## src/rtl/deadlock_detection_engine_assert.svh

```systemverilog
// ---------------------------------------------------------------------------
// Assertion macros for the deadlock detection engine
// Clocked on clk, disabled while rst_n is low.
// ---------------------------------------------------------------------------
`ifndef DEADLOCK_DETECTION_ENGINE_ASSERT_SVH
`define DEADLOCK_DETECTION_ENGINE_ASSERT_SVH

// Consequent checked in the same cycle as the antecedent
`define DDE_ASSERT_SAME(label, ante, cons, msg) \
    label: assert property (@(posedge clk) disable iff (!rst_n) (ante) |-> (cons)) \
        else $error(msg);

// Consequent checked in the cycle after the antecedent
`define DDE_ASSERT_NEXT(label, ante, cons, msg) \
    label: assert property (@(posedge clk) disable iff (!rst_n) (ante) |=> (cons)) \
        else $error(msg);

`endif

```

## src/rtl/dde_pkg.sv

```systemverilog
// ---------------------------------------------------------------------------
// dde_pkg
// Shared constants, codes and controller/datapath interface types.
// ---------------------------------------------------------------------------
package dde_pkg;

    localparam int DEF_MAX_PROCESSES = 16;
    localparam int DEF_MAX_RESOURCES = 8;

    localparam int MODE_W   = 2;
    localparam int PIDX_W   = 4;
    localparam int RIDX_W   = 3;
    localparam int VALUE_W  = 16;
    localparam int AVAIL_W  = 21;
    localparam int PCOUNT_W = 5;
    localparam int RCOUNT_W = 4;
    localparam int APB_AW   = 3;
    localparam int APB_DW   = 32;

    localparam logic [PCOUNT_W-1:0] PCOUNT_RESET = 5'd16;
    localparam logic [RCOUNT_W-1:0] RCOUNT_RESET = 4'd8;

    // Register select is byte address bit 2
    localparam logic REG_PROCESS_COUNT  = 1'b0;
    localparam logic REG_RESOURCE_COUNT = 1'b1;

    typedef enum logic [MODE_W-1:0] {
        MODE_ALLOC   = 2'd0,
        MODE_REQUEST = 2'd1,
        MODE_AVAIL   = 2'd2,
        MODE_RUN     = 2'd3
    } mode_t;

    typedef struct packed {
        logic load_wr;       // store a load transaction
        logic run_init;      // clear marks, counters, progress
        logic pass_restart;  // back to process 0, clear progress
        logic p_inc;
        logic r_clr;
        logic r_inc;
        logic add_wr;        // add allocation entry into available
        logic finish;        // mark process, append to sequence
        logic emit_init;
        logic emit_seq;
        logic emit_dead;
    } dde_cmd_t;

    typedef struct packed {
        logic p_end;
        logic fin_cur;
        logic all_done;
        logic progress;
        logic fits;
        logic r_last;
        logic emit_last;
    } dde_status_t;

endpackage

```

## src/rtl/dde_ctrl.sv

```systemverilog
// ---------------------------------------------------------------------------
// dde_ctrl
// Sequencer for loads, detection passes and result emission.
// ---------------------------------------------------------------------------
module dde_ctrl
(
    input  logic                             clk,
    input  logic                             rst_n,
    input  logic                             start,
    input  logic [dde_pkg::MODE_W-1:0]       mode,
    input  dde_pkg::dde_status_t             status,
    output dde_pkg::dde_cmd_t                cmd,
    output logic                             busy
);

    typedef enum logic [6:0] {
        S_IDLE    = 7'b0000001,
        S_SEL     = 7'b0000010,
        S_CHK_RD  = 7'b0000100,
        S_CHK_CMP = 7'b0001000,
        S_ADD_RD  = 7'b0010000,
        S_ADD_WR  = 7'b0100000,
        S_EMIT    = 7'b1000000
    } state_t;

    state_t state_reg;
    state_t state_next;

    always_ff @(posedge clk or negedge rst_n)
    begin
        if (!rst_n)
        begin
            state_reg <= S_IDLE;
        end
        else
        begin
            state_reg <= state_next;
        end
    end

    always_comb
    begin
        cmd        = '0;
        state_next = state_reg;
        case (state_reg)
            S_IDLE:
            begin
                if (start)
                begin
                    if (mode == dde_pkg::MODE_RUN)
                    begin
                        cmd.run_init = 1'b1;
                        state_next   = S_SEL;
                    end
                    else
                    begin
                        cmd.load_wr = 1'b1;
                    end
                end
            end
            S_SEL:
            begin
                if (status.p_end)
                begin
                    if (status.all_done)
                    begin
                        cmd.emit_init = 1'b1;
                        state_next    = S_EMIT;
                    end
                    else if (!status.progress)
                    begin
                        cmd.emit_dead = 1'b1;
                        state_next    = S_IDLE;
                    end
                    else
                    begin
                        cmd.pass_restart = 1'b1;
                    end
                end
                else if (status.fin_cur)
                begin
                    cmd.p_inc = 1'b1;
                end
                else
                begin
                    cmd.r_clr  = 1'b1;
                    state_next = S_CHK_RD;
                end
            end
            S_CHK_RD:
            begin
                state_next = S_CHK_CMP;
            end
            S_CHK_CMP:
            begin
                if (!status.fits)
                begin
                    // request exceeds what is available: skip this process
                    cmd.p_inc  = 1'b1;
                    state_next = S_SEL;
                end
                else if (status.r_last)
                begin
                    cmd.r_clr  = 1'b1;
                    state_next = S_ADD_RD;
                end
                else
                begin
                    cmd.r_inc  = 1'b1;
                    state_next = S_CHK_RD;
                end
            end
            S_ADD_RD:
            begin
                state_next = S_ADD_WR;
            end
            S_ADD_WR:
            begin
                cmd.add_wr = 1'b1;
                if (status.r_last)
                begin
                    cmd.finish = 1'b1;
                    cmd.p_inc  = 1'b1;
                    state_next = S_SEL;
                end
                else
                begin
                    cmd.r_inc  = 1'b1;
                    state_next = S_ADD_RD;
                end
            end
            S_EMIT:
            begin
                cmd.emit_seq = 1'b1;
                if (status.emit_last)
                begin
                    state_next = S_IDLE;
                end
            end
            default:
            begin
                state_next = S_IDLE;
            end
        endcase
    end

    assign busy = (state_reg != S_IDLE);

endmodule

```

## src/rtl/dde_datapath.sv

```systemverilog
// ---------------------------------------------------------------------------
// dde_datapath
// Matrices, available vector, finish marks, safe sequence and result register.
// ---------------------------------------------------------------------------
module dde_datapath
#(
    parameter int MAX_PROCESSES = dde_pkg::DEF_MAX_PROCESSES,
    parameter int MAX_RESOURCES = dde_pkg::DEF_MAX_RESOURCES,
    parameter int CW            = $clog2(MAX_PROCESSES + 1),
    parameter int CRW           = $clog2(MAX_RESOURCES + 1)
)
(
    input  logic                               clk,
    input  logic                               rst_n,
    input  dde_pkg::dde_cmd_t                  cmd,
    input  logic [dde_pkg::MODE_W-1:0]         mode,
    input  logic [dde_pkg::PIDX_W-1:0]         process_index,
    input  logic [dde_pkg::RIDX_W-1:0]         resource_index,
    input  logic [dde_pkg::VALUE_W-1:0]        value,
    input  logic [CW-1:0]                      proc_num,
    input  logic [CRW-1:0]                     res_num,
    output dde_pkg::dde_status_t               status,
    output logic                               result_valid,
    output logic                               deadlock,
    output logic [dde_pkg::PIDX_W-1:0]         process_id,
    output logic                               last
);

    localparam int PW    = (MAX_PROCESSES > 1) ? $clog2(MAX_PROCESSES) : 1;
    localparam int RW    = (MAX_RESOURCES > 1) ? $clog2(MAX_RESOURCES) : 1;
    localparam int DEPTH = MAX_PROCESSES * MAX_RESOURCES;
    localparam int AW    = (DEPTH > 1) ? $clog2(DEPTH) : 1;
    localparam int VW    = dde_pkg::VALUE_W;
    localparam int AVW   = dde_pkg::AVAIL_W;
    localparam logic [AVW-1:0] AVAIL_SAT = {AVW{1'b1}};

    logic [VW-1:0]   alloc_mem [DEPTH];
    logic [VW-1:0]   req_mem   [DEPTH];
    logic [AVW-1:0]  avail_mem [MAX_RESOURCES];
    logic [PW-1:0]   seq_mem   [MAX_PROCESSES];

    logic [VW-1:0]            alloc_rd_reg;
    logic [VW-1:0]            req_rd_reg;
    logic [AVW-1:0]           avail_rd_reg;
    logic [CW-1:0]            p_reg;
    logic [RW-1:0]            r_reg;
    logic [CW-1:0]            fcount_reg;
    logic                     progress_reg;
    logic [MAX_PROCESSES-1:0] finished_reg;
    logic                     result_valid_reg;
    logic                     deadlock_reg;
    logic [dde_pkg::PIDX_W-1:0] process_id_reg;
    logic                     last_reg;

    logic [PW-1:0]   p_idx;
    logic [AW-1:0]   run_addr;
    logic [AW-1:0]   ld_addr;
    logic [RW-1:0]   ld_ridx;
    logic            ld_pi_ok;
    logic            ld_ri_ok;
    logic            alloc_we;
    logic            req_we;
    logic [AVW:0]    avail_sum;
    logic [AVW-1:0]  avail_sat_sum;

    assign p_idx    = p_reg[PW-1:0];
    assign run_addr = AW'(int'(p_idx) * MAX_RESOURCES + int'(r_reg));
    assign ld_addr  = AW'(int'(process_index) * MAX_RESOURCES + int'(resource_index));
    assign ld_ridx  = RW'(resource_index);
    assign ld_pi_ok = (int'(process_index) < MAX_PROCESSES);
    assign ld_ri_ok = (int'(resource_index) < MAX_RESOURCES);
    assign alloc_we = cmd.load_wr && ld_pi_ok && ld_ri_ok && (mode == dde_pkg::MODE_ALLOC);
    assign req_we   = cmd.load_wr && ld_pi_ok && ld_ri_ok && (mode == dde_pkg::MODE_REQUEST);

    // Saturating add keeps a full entry above any request
    assign avail_sum     = {1'b0, avail_rd_reg} + (AVW + 1)'(alloc_rd_reg);
    assign avail_sat_sum = avail_sum[AVW] ? AVAIL_SAT : avail_sum[AVW-1:0];

    always_ff @(posedge clk)
    begin
        if (alloc_we)
        begin
            alloc_mem[ld_addr] <= value;
        end
        alloc_rd_reg <= alloc_mem[run_addr];
    end

    always_ff @(posedge clk)
    begin
        if (req_we)
        begin
            req_mem[ld_addr] <= value;
        end
        req_rd_reg <= req_mem[run_addr];
    end

    always_ff @(posedge clk)
    begin
        if (cmd.load_wr && ld_ri_ok && (mode == dde_pkg::MODE_AVAIL))
        begin
            avail_mem[ld_ridx] <= AVW'(value);
        end
        else if (cmd.add_wr)
        begin
            avail_mem[r_reg] <= avail_sat_sum;
        end
        avail_rd_reg <= avail_mem[r_reg];
    end

    always_ff @(posedge clk)
    begin
        if (cmd.finish)
        begin
            seq_mem[fcount_reg[PW-1:0]] <= p_idx;
        end
    end

    always_ff @(posedge clk or negedge rst_n)
    begin
        if (!rst_n)
        begin
            p_reg        <= '0;
            r_reg        <= '0;
            fcount_reg   <= '0;
            progress_reg <= 1'b0;
            finished_reg <= '0;
        end
        else
        begin
            if (cmd.run_init || cmd.pass_restart || cmd.emit_init)
            begin
                p_reg <= '0;
            end
            else if (cmd.p_inc || cmd.emit_seq)
            begin
                p_reg <= p_reg + CW'(1);
            end

            if (cmd.r_clr)
            begin
                r_reg <= '0;
            end
            else if (cmd.r_inc)
            begin
                r_reg <= r_reg + RW'(1);
            end

            if (cmd.run_init)
            begin
                fcount_reg   <= '0;
                finished_reg <= '0;
            end
            else if (cmd.finish)
            begin
                fcount_reg          <= fcount_reg + CW'(1);
                finished_reg[p_idx] <= 1'b1;
            end

            if (cmd.run_init || cmd.pass_restart)
            begin
                progress_reg <= 1'b0;
            end
            else if (cmd.finish)
            begin
                progress_reg <= 1'b1;
            end
        end
    end

    always_ff @(posedge clk or negedge rst_n)
    begin
        if (!rst_n)
        begin
            result_valid_reg <= 1'b0;
        end
        else
        begin
            result_valid_reg <= cmd.emit_seq || cmd.emit_dead;
        end
    end

    always_ff @(posedge clk)
    begin
        if (cmd.emit_dead)
        begin
            deadlock_reg   <= 1'b1;
            process_id_reg <= '0;
            last_reg       <= 1'b1;
        end
        else if (cmd.emit_seq)
        begin
            deadlock_reg   <= 1'b0;
            process_id_reg <= dde_pkg::PIDX_W'(seq_mem[p_idx]);
            last_reg       <= status.emit_last;
        end
    end

    assign status.p_end     = (p_reg >= proc_num);
    assign status.fin_cur   = finished_reg[p_idx];
    assign status.all_done  = (fcount_reg == proc_num);
    assign status.progress  = progress_reg;
    assign status.fits      = (AVW'(req_rd_reg) <= avail_rd_reg);
    assign status.r_last    = (CRW'(r_reg) == res_num - CRW'(1));
    assign status.emit_last = (p_reg == proc_num - CW'(1));

    assign result_valid = result_valid_reg;
    assign deadlock     = deadlock_reg;
    assign process_id   = process_id_reg;
    assign last         = last_reg;

endmodule

```

## src/rtl/deadlock_detection_engine.sv

```systemverilog
// ---------------------------------------------------------------------------
// deadlock_detection_engine
// Resource-allocation deadlock detection with a load/run command interface.
// ---------------------------------------------------------------------------
// Usage:
//   A transaction is taken when start is high and busy is low. Modes 0, 1
//   and 2 write one allocation, request or available entry; busy stays low,
//   and back-to-back loads go in every cycle.
//   Mode 3 runs detection; busy falls in the cycle that carries the last result.
// Course of a run:
//   Each examined process costs a select state, then a read and a compare
//   state per resource compared, and a read and a write state per resource
//   when it finishes; the single read port of each matrix sets this. At
//   most process_count passes are made. A safe run then issues
//   process_count results on consecutive cycles, the first registered out
//   of the emit state that follows the select cycle closing the last pass;
//   a deadlocked run issues one result in the cycle after that select cycle.
// Results:
//   result_valid marks each result for exactly one cycle; the receiver
//   must take it then, there is no back-pressure.
// Reset:
//   Registers return to process_count 16, resource_count 8; the finish marks
//   clear. Matrices and the available vector are undefined until written.
// ---------------------------------------------------------------------------
`include "deadlock_detection_engine_assert.svh"

module deadlock_detection_engine
#(
    parameter int MAX_PROCESSES = dde_pkg::DEF_MAX_PROCESSES,
    parameter int MAX_RESOURCES = dde_pkg::DEF_MAX_RESOURCES
)
(
    input  logic                               clk,
    input  logic                               rst_n,
    input  logic                               start,
    output logic                               busy,
    input  logic [dde_pkg::MODE_W-1:0]         mode,
    input  logic [dde_pkg::PIDX_W-1:0]         process_index,
    input  logic [dde_pkg::RIDX_W-1:0]         resource_index,
    input  logic [dde_pkg::VALUE_W-1:0]        value,
    output logic                               result_valid,
    output logic                               deadlock,
    output logic [dde_pkg::PIDX_W-1:0]         process_id,
    output logic                               last,
    input  logic                               psel,
    input  logic                               penable,
    input  logic                               pwrite,
    input  logic [dde_pkg::APB_AW-1:0]         paddr,
    input  logic [dde_pkg::APB_DW-1:0]         pwdata,
    output logic [dde_pkg::APB_DW-1:0]         prdata,
    output logic                               pready
);

    localparam int CW  = $clog2(MAX_PROCESSES + 1);
    localparam int CRW = $clog2(MAX_RESOURCES + 1);

    logic [dde_pkg::PCOUNT_W-1:0] pcount_reg;
    logic [dde_pkg::RCOUNT_W-1:0] rcount_reg;
    logic                         cfg_wr;
    logic [CW-1:0]                proc_num;
    logic [CRW-1:0]               res_num;
    dde_pkg::dde_cmd_t            cmd;
    dde_pkg::dde_status_t         status;

    assign pready = 1'b1;
    assign cfg_wr = psel && penable && pwrite && pready;

    always_ff @(posedge clk or negedge rst_n)
    begin
        if (!rst_n)
        begin
            pcount_reg <= dde_pkg::PCOUNT_RESET;
            rcount_reg <= dde_pkg::RCOUNT_RESET;
        end
        else if (cfg_wr)
        begin
            if (paddr[2] == dde_pkg::REG_PROCESS_COUNT)
            begin
                pcount_reg <= pwdata[dde_pkg::PCOUNT_W-1:0];
            end
            else
            begin
                rcount_reg <= pwdata[dde_pkg::RCOUNT_W-1:0];
            end
        end
    end

    always_comb
    begin
        if (paddr[2] == dde_pkg::REG_RESOURCE_COUNT)
        begin
            prdata = dde_pkg::APB_DW'(rcount_reg);
        end
        else
        begin
            prdata = dde_pkg::APB_DW'(pcount_reg);
        end
    end

    // Clamp the counts in use into 1..max
    always_comb
    begin
        if (pcount_reg == '0)
        begin
            proc_num = CW'(1);
        end
        else if (int'(pcount_reg) > MAX_PROCESSES)
        begin
            proc_num = CW'(MAX_PROCESSES);
        end
        else
        begin
            proc_num = CW'(pcount_reg);
        end

        if (rcount_reg == '0)
        begin
            res_num = CRW'(1);
        end
        else if (int'(rcount_reg) > MAX_RESOURCES)
        begin
            res_num = CRW'(MAX_RESOURCES);
        end
        else
        begin
            res_num = CRW'(rcount_reg);
        end
    end

    dde_ctrl u_ctrl
    (
        .clk    (clk),
        .rst_n  (rst_n),
        .start  (start),
        .mode   (mode),
        .status (status),
        .cmd    (cmd),
        .busy   (busy)
    );

    dde_datapath
    #(
        .MAX_PROCESSES (MAX_PROCESSES),
        .MAX_RESOURCES (MAX_RESOURCES),
        .CW            (CW),
        .CRW           (CRW)
    )
    u_datapath
    (
        .clk            (clk),
        .rst_n          (rst_n),
        .cmd            (cmd),
        .mode           (mode),
        .process_index  (process_index),
        .resource_index (resource_index),
        .value          (value),
        .proc_num       (proc_num),
        .res_num        (res_num),
        .status         (status),
        .result_valid   (result_valid),
        .deadlock       (deadlock),
        .process_id     (process_id),
        .last           (last)
    );

    `DDE_ASSERT_NEXT(a_run_goes_busy,
        start && !busy && (mode == dde_pkg::MODE_RUN), busy,
        "run transaction did not start the search")
    `DDE_ASSERT_SAME(a_deadlock_is_final,
        result_valid && deadlock, last && (process_id == '0),
        "deadlock result not final or id not zero")
    `DDE_ASSERT_NEXT(a_gap_after_last,
        result_valid && last, !result_valid,
        "result issued right after the final one")
    `DDE_ASSERT_SAME(a_result_while_busy,
        result_valid, $past(busy),
        "result issued without a run in progress")

endmodule

```

## config.mk

```make
export PLATFORM = sky130hd
export DESIGN_NAME = deadlock_detection_engine
export DESIGN_NICKNAME = d
export VERILOG_FILES = /design/src/rtl/dde_pkg.sv /design/src/rtl/dde_ctrl.sv /design/src/rtl/dde_datapath.sv /design/src/rtl/deadlock_detection_engine.sv
export VERILOG_INCLUDE_DIRS = /design/src /design/src/rtl
export SDC_FILE = /design/constraint.sdc
export NUM_CORES = 2
export LEC_CHECK = 0
export BUFFER_PORTS_ARGS = -buffer_cell sky130_fd_sc_hd__buf_2
export CORE_MARGIN = 2
export CORE_UTILIZATION = 52
export DETAILED_ROUTE_END_ITERATION = 10
export GPL_ROUTABILITY_DRIVEN = 0
export PLACE_DENSITY = 0.73
export SETUP_SLACK_MARGIN = 0.5
export SYNTH_ARGS = -nofsm -noshare
export SYNTH_HDL_FRONTEND = slang
export SYNTH_MEMORY_MAX_BITS = 65536
export SYNTH_SLANG_ARGS = --single-unit
```

## constraint.sdc

```tcl
create_clock -name clk -period 4.05 [get_ports clk]
set_input_delay 0 -clock clk [delete_from_list [all_inputs] [get_ports clk]]
set_output_delay 0 -clock clk [all_outputs]
set_load 0.05 [all_outputs]
```

== Word-level counts from Yosys, hierarchy flattened ==
Memory sizes are Yosys's and may differ from the RTL's. A register that Yosys moved wholly into a read port is not among the register bits.
Index checks and enable logic that the tools add are counted.
Widths: inputs -> output; s select.

* Register bits after elaboration: 49
* Bits in latches: 0
* Memory bits (writable): 4328
* ROM bits: 0
* Input port bits: 66
* Output and inout bits: 41
* Logic and storage cells: 143
* Memories: 4

* Add/sub/neg operators: 8
* Multipliers: 0
* Div/mod/pow operators: 0
* Magnitude comparators: 6
* Eq/ne operators: 19
* Shifts and indexed selects: 0
* Mux-type cells: 72
* Bitwise logic cells: 2
* Reduce and logical (&&, ||, !) cells: 21

{| class="wikitable"
|+ Memory list
! name !! depth !! bits a word !! read ports !! clocked after Yosys merged registers in !! wr ports !! line !! source
|-
| u_datapath.alloc_mem || 128 || 16 || 1 || 1 || 1 || dde_datapath.sv:37 || <nowiki>logic [VW-1:0] alloc_mem [DEPTH];</nowiki>
|-
| u_datapath.req_mem || 128 || 16 || 1 || 1 || 1 || dde_datapath.sv:38 || <nowiki>logic [VW-1:0] req_mem [DEPTH];</nowiki>
|-
| u_datapath.avail_mem || 8 || 21 || 1 || 1 || 1 || dde_datapath.sv:39 || <nowiki>logic [AVW-1:0] avail_mem [MAX_RESOURCES];</nowiki>
|-
| u_datapath.seq_mem || 16 || 4 || 1 || 1 || 1 || dde_datapath.sv:40 || <nowiki>logic [PW-1:0] seq_mem [MAX_PROCESSES];</nowiki>
|}

{| class="wikitable"
|+ Operator list
! operator !! number
|-
| $mux 5 || 10
|-
| $mux 7 || 7
|-
| $pmux 7 s7 || 1
|-
| $mux 21 || 2
|-
| $mux 1 || 35
|-
| $mux 16 || 2
|-
| $add 21x16->22 || 1
|-
| $le 16x21->1 || 1
|-
| $reduce_or 21->1 || 1
|-
| $or 16x16->16 || 1
|-
| $add 7x3->7 || 2
|-
| $add 5x1->5 const B || 2
|-
| $eq 5x5->1 || 2
|-
| $mux 2 || 5
|-
| $mux 3 || 3
|-
| $mux 4 || 2
|-
| $reduce_bool 2->1 || 4
|-
| $eq 7x1->1 const B || 1
|-
| $eq 7x2->1 const B || 1
|-
| $eq 7x3->1 const B || 1
|-
| $eq 7x4->1 const B || 1
|-
| $eq 7x5->1 const B || 1
|-
| $eq 7x6->1 const B || 1
|-
| $eq 7x7->1 const B || 1
|-
| other kinds (28) || 40
|}

== Longest topological paths before layout ==
* Word-level depth: 12
* Mapped depth: 11
* Gate-level depth less buffers: 11

== By module ==
From an unflattened synthesis, not the netlist that was laid out.

* Cell total of the unflattened synthesis: 7672
* Area total of the unflattened synthesis: 171111.6 um^2

{| class="wikitable"
|+ By module, submodules not included
! module !! instances !! cells each !! area an instance (um^2) !! seq. area each (um^2)
|-
| dde_datapath || 1 || 7536 || 169819.1 || 131921.5
|-
| deadlock_detection_engine || 1 || 69 || 706.9 || 227.7
|-
| dde_ctrl || 1 || 67 || 585.6 || 176.4
|}

== Least setup slack after synthesis ==
No wires, ideal clock.

* Path kind: flip-flop to flip-flop
* From: reg u_datapath.p_reg[0]
* To: reg u_datapath.p_reg[4]
* Library setup time: 0.078 ns
* Arrival: 3.234 ns
* Required time: 3.972 ns
* Setup slack: 0.738 ns
* Cell stages (with the launch flop): 12
* Path buffers: 2
* Period minus slack after synthesis: 3.312 ns
* Cell sequence: dfrtp_1 > clkbuf_1 > clkbuf_1 > inv_1 > ha_1 > nand2b_1 > a211oi_1 > o31ai_1 > o31ai_1 > nor3_2 > or3_1 > a21oi_1

* Word-level cells in the longest chain between the ends: 7
* Elaborated cells between the ends (all ways): 17
* Classes of those cells: add/sub (1); order compare (1); mux (11); reduce/logical (4)

{| class="wikitable"
|+ Ends and longest elaborated chain
! what !! line !! source
|-
| start: declaration || dde_datapath.sv:45 || <nowiki>logic [CW-1:0] p_reg;</nowiki>
|-
| start signal: assignment || dde_datapath.sv:136 || <nowiki>p_reg <= p_reg + CW'(1);</nowiki>
|-
| $bmux 1 s4 || dde_datapath.sv:199 || <nowiki>assign status.fin_cur = finished_reg[p_idx];</nowiki>
|-
| $mux 1 (implied by the code) || dde_datapath.sv:199 ||
|-
| $mux 1 || dde_ctrl.sv:80 || <nowiki>else if (status.fin_cur)</nowiki>
|-
| $mux 2 || dde_ctrl.sv:63 || <nowiki>if (status.p_end)</nowiki>
|-
| $pmux 1 s3 || dde_ctrl.sv:45 || <nowiki>case (state_reg)</nowiki>
|-
| $logic_or 1x1->1 || dde_datapath.sv:134 || <nowiki>else if (cmd.p_inc || cmd.emit_seq)</nowiki>
|-
| $reduce_bool 2->1 (no source line) || -- ||
|}

Several ways; a longest one is shown, not always the timed one. The select of a mux whose other input is x is not followed.
A chain may end at the register's enable or synchronous reset.

== Worst setup path after layout ==
* From: reg u_datapath.r_reg[0]
* To: reg u_datapath.alloc_rd_reg[7] (read register of u_datapath.alloc_mem)

* Word-level cells in the longest chain between the ends: 1

{| class="wikitable"
|+ Ends and longest elaborated chain
! what !! line !! source
|-
| start: declaration || dde_datapath.sv:46 || <nowiki>logic [RW-1:0] r_reg;</nowiki>
|-
| start signal: assignment || dde_datapath.sv:145 || <nowiki>r_reg <= r_reg + RW'(1);</nowiki>
|-
| $add 7x3->7 || dde_datapath.sv:67 || <nowiki>assign run_addr = AW'(int'(p_idx) * MAX_RESOURCES + int'(r_reg));</nowiki>
|-
| end: declaration || dde_datapath.sv:42 || <nowiki>logic [VW-1:0] alloc_rd_reg;</nowiki>
|}

No other way between the ends.

==> results.ini <==
[clock_network]
clockRootBuffer = clkbuf_16
clock_latency_ns = 0.99
clockBufferDepth = 4
cts.clk_slew.worst_paths_ns = 0.06
cts_tree = done
clock-sinks = 4434
htreeDepth = 5
cts_buffers = 431

[grt]
grt_usage = 0.243
antenna_found_initial = 19
first_global_vias = 81771
grt_max_degree = 165
grt_overflow = 0
grt_pass1_wl_microns = 581000

[final_layout]
mostFrequentLayoutCell = edfxtp_1
seq_area_sq_um = 132000
syn2layout_area_growth_pct = 13.6
mostFrequentLayoutCells = edfxtp_1 (4328), mux4_2 (1346), clkbuf_16 (433), buf_4 (426), nor2_1 (320)
stdcell_count = 12580
top_regs = u_datapath.alloc_mem: 2048 flops, u_datapath.req_mem: 2048 flops, u_datapath.avail_mem: 168 flops
multiInputGateArea_sq_um = 37000
fill_cells = 21931
drive_gt1_frac = 0.326
final_nets = 7972

[timing]
drv_slew = 53
worst_hold_slack_ns = 0.0851
period_share = 0.844
hold_viol_final = 0
rsz0062_at_grt = false
finalSetupViolations = 0
maxSlewHeadroom = -0.0193
clock-skew-final_ns = 0.119
finalSetupTns_ns = 0
worst_pin_slew_ns = 1.53
period_minus_slack_ns = 3.42
fmax_mhz = 293

[logic_synthesis]
synth_ff_type = edfxtp_1
postSynthCellCount = 7220
ys_warn_count = 0
ys_seq_area_frac = 0.773
synth_area_leaders = edfxtp_1 (76%), mux4_2 (18%), nor2_1 (0.77%)
synth_top_area_frac = 0.760
ys_async_sr_fraction = 0.0106
yosysTopAreaCell = edfxtp_1
synth_enable_flop_cells = 4328
syn_area_per_cell_sq_um = 23.7
yosysUniqueCellTypes = 68
syn-cell-area_sq_um = 171000
ys_seq_elements = 4434

[route]
wl_microns = 405000
drt.antenna.violating_nets = 0
firstDrtPassIters = 6
vias_per_cell = 6.43
detail_route.iter0.violations = 11088
post_drt_wl_per_cell_microns = 32.2
drc = 0
routed-via-count = 80897

[worst_hold_path]
hold_path_class = in2reg

[setup_path]
worstPathArrival_ns = 4.25
crit_fanout = 19
crit_required_ns = 4.88
cp-start-kind = flip-flop
critical_path_class = reg2reg
cp-end-kind = flip-flop

[die]
die_y_microns = 578
core_sq_um = 327000
start_util = 0.523
pin_count = 107
dieArea_sq_um = 334000
rows = 210
fp.dieW_microns = 578

[power]
p_leak_nw = 59.2
power_w = 0.0918
peakVddDrop_mv = 0.401
p_per_area_nw_per_um2 = 472

[placed_design]
placed_cells = 11725
hpwl_microns = 224000
port_buffers = 49

[run_status]
outcome = finished, violations left
violations = max-slew violations

[flow_run]
cap_violations = 0

-- logic make-up after synthesis --
| group | count (synthesis) | synth area share |
|---|---|---|
| and+or+nand+nor | 539 | 0.0137 |
| adders and majority gates | 49 | 0.00363 |
| xor gates and xnor gates | 26 | 0.00133 |
| DFF | 4434 | 0.773 |
| other | 2 | 0.0000439 |
| AOI/OAI and AO/OA | 215 | 0.00841 |
| muxes | 1513 | 0.188 |
| buffers and inverters | 442 | 0.0118 |
-- cell type report --
type,instances,area share
timing repair buffer,587,0.0280
sequential,4434,0.681
multi-input combinational,2370,0.190
inverter,33,0.000637
tap,4346,0.0280
clock inverter,251,0.0132
clock buffer,545,0.0587
antenna,14,0.000180
-- path summary, 6_finish.rpt --
kind	from	endpoint	slack (ns)	depth (start not counted)
worst min-delay path	resource_index[1]	u_datapath.alloc_mem[118][9]$_DFFE_PP_	0.09	4
worst max register to register	u_datapath.r_reg[0]$_DFFE_PN0P_	u_datapath.alloc_rd_reg[7]$_DFF_P_	0.63	10
worst max-delay path	u_datapath.r_reg[0]$_DFFE_PN0P_	u_datapath.alloc_rd_reg[7]$_DFF_P_	0.63	10
min in group asynchronous	rst_n	rcount_reg[3]$_DFFE_PN1P_	0.25	3
max in group asynchronous	rst_n	u_datapath.r_reg[0]$_DFFE_PN0P_	3.49	4
worst min register to register	u_datapath.deadlock$_SDFFE_PP1P_	u_datapath.deadlock$_SDFFE_PP1P_	0.46	1
-- report_power, final --
group / switching [W] / internal (W) / leakage (nW)
Clock: 0.0171 / 0.0224 / 6.82
Combinational: 0.00136 / 0.000463 / 12.3
Sequential: 0.0000705 / 0.0504 / 40.1
Total: 0.0185 / 0.0733 / 59.2
-- routing by layer --
layer | track usage | part of all wire | vias to the layer above
li1 | - | - | 32149
met1 | 0.338 | 0.38 | 43358
met2 | 0.394 | 0.49 | 4666
met3 | 0.0424 | 0.094 | 718
met4 | 0.0793 | 0.036 | 6
met5 | 0 | 0.000074 | -
-- critical path, stage by stage (launching register included) --
cell,delay [ns]
dfrtp_4,0.42
buf_12,0.17
buf_12,0.18
buf_12,0.21
buf_12,0.21
mux4_2,0.52
mux4_2,0.57
mux2_2,0.36
o22ai_1,0.38
buf_4,0.22
a221oi_1,0.05
-- repair_timing --
action	in CTS	in global routing
hold endpoints to repair	2810	0
resized for setup	1	4
setup endpoints to repair	12	174
hold buffers	42	0
setup buffers	3	0
-- per-stage QoR --
stage,util,area (sq um),setup slack (ns)
4_1_cts,0.593,194000,0.503
2_1_floorplan,-,171000,0.738
6_report,0.594,194000,0.633
3_5_place_dp,0.549,180000,0.391
5_1_grt,0.594,194000,0.537
3_3_place_gp,0.549,180000,0.404
-- cells in the mapped netlist (32+ instances only) --
cell	instances
nor2_1	352
a21oi_1	53
buf_2	143
mux2_2	98
dfxtp_1	59
o22ai_1	34
clkbuf_1	188
inv_1	32
nand2_1	72
ha_1	48
buf_4	50
a221oi_1	35
edfxtp_1	4328
mux2i_1	69
dfrtp_1	44
mux4_2	1346
Power figures use the tool's default switching activity.
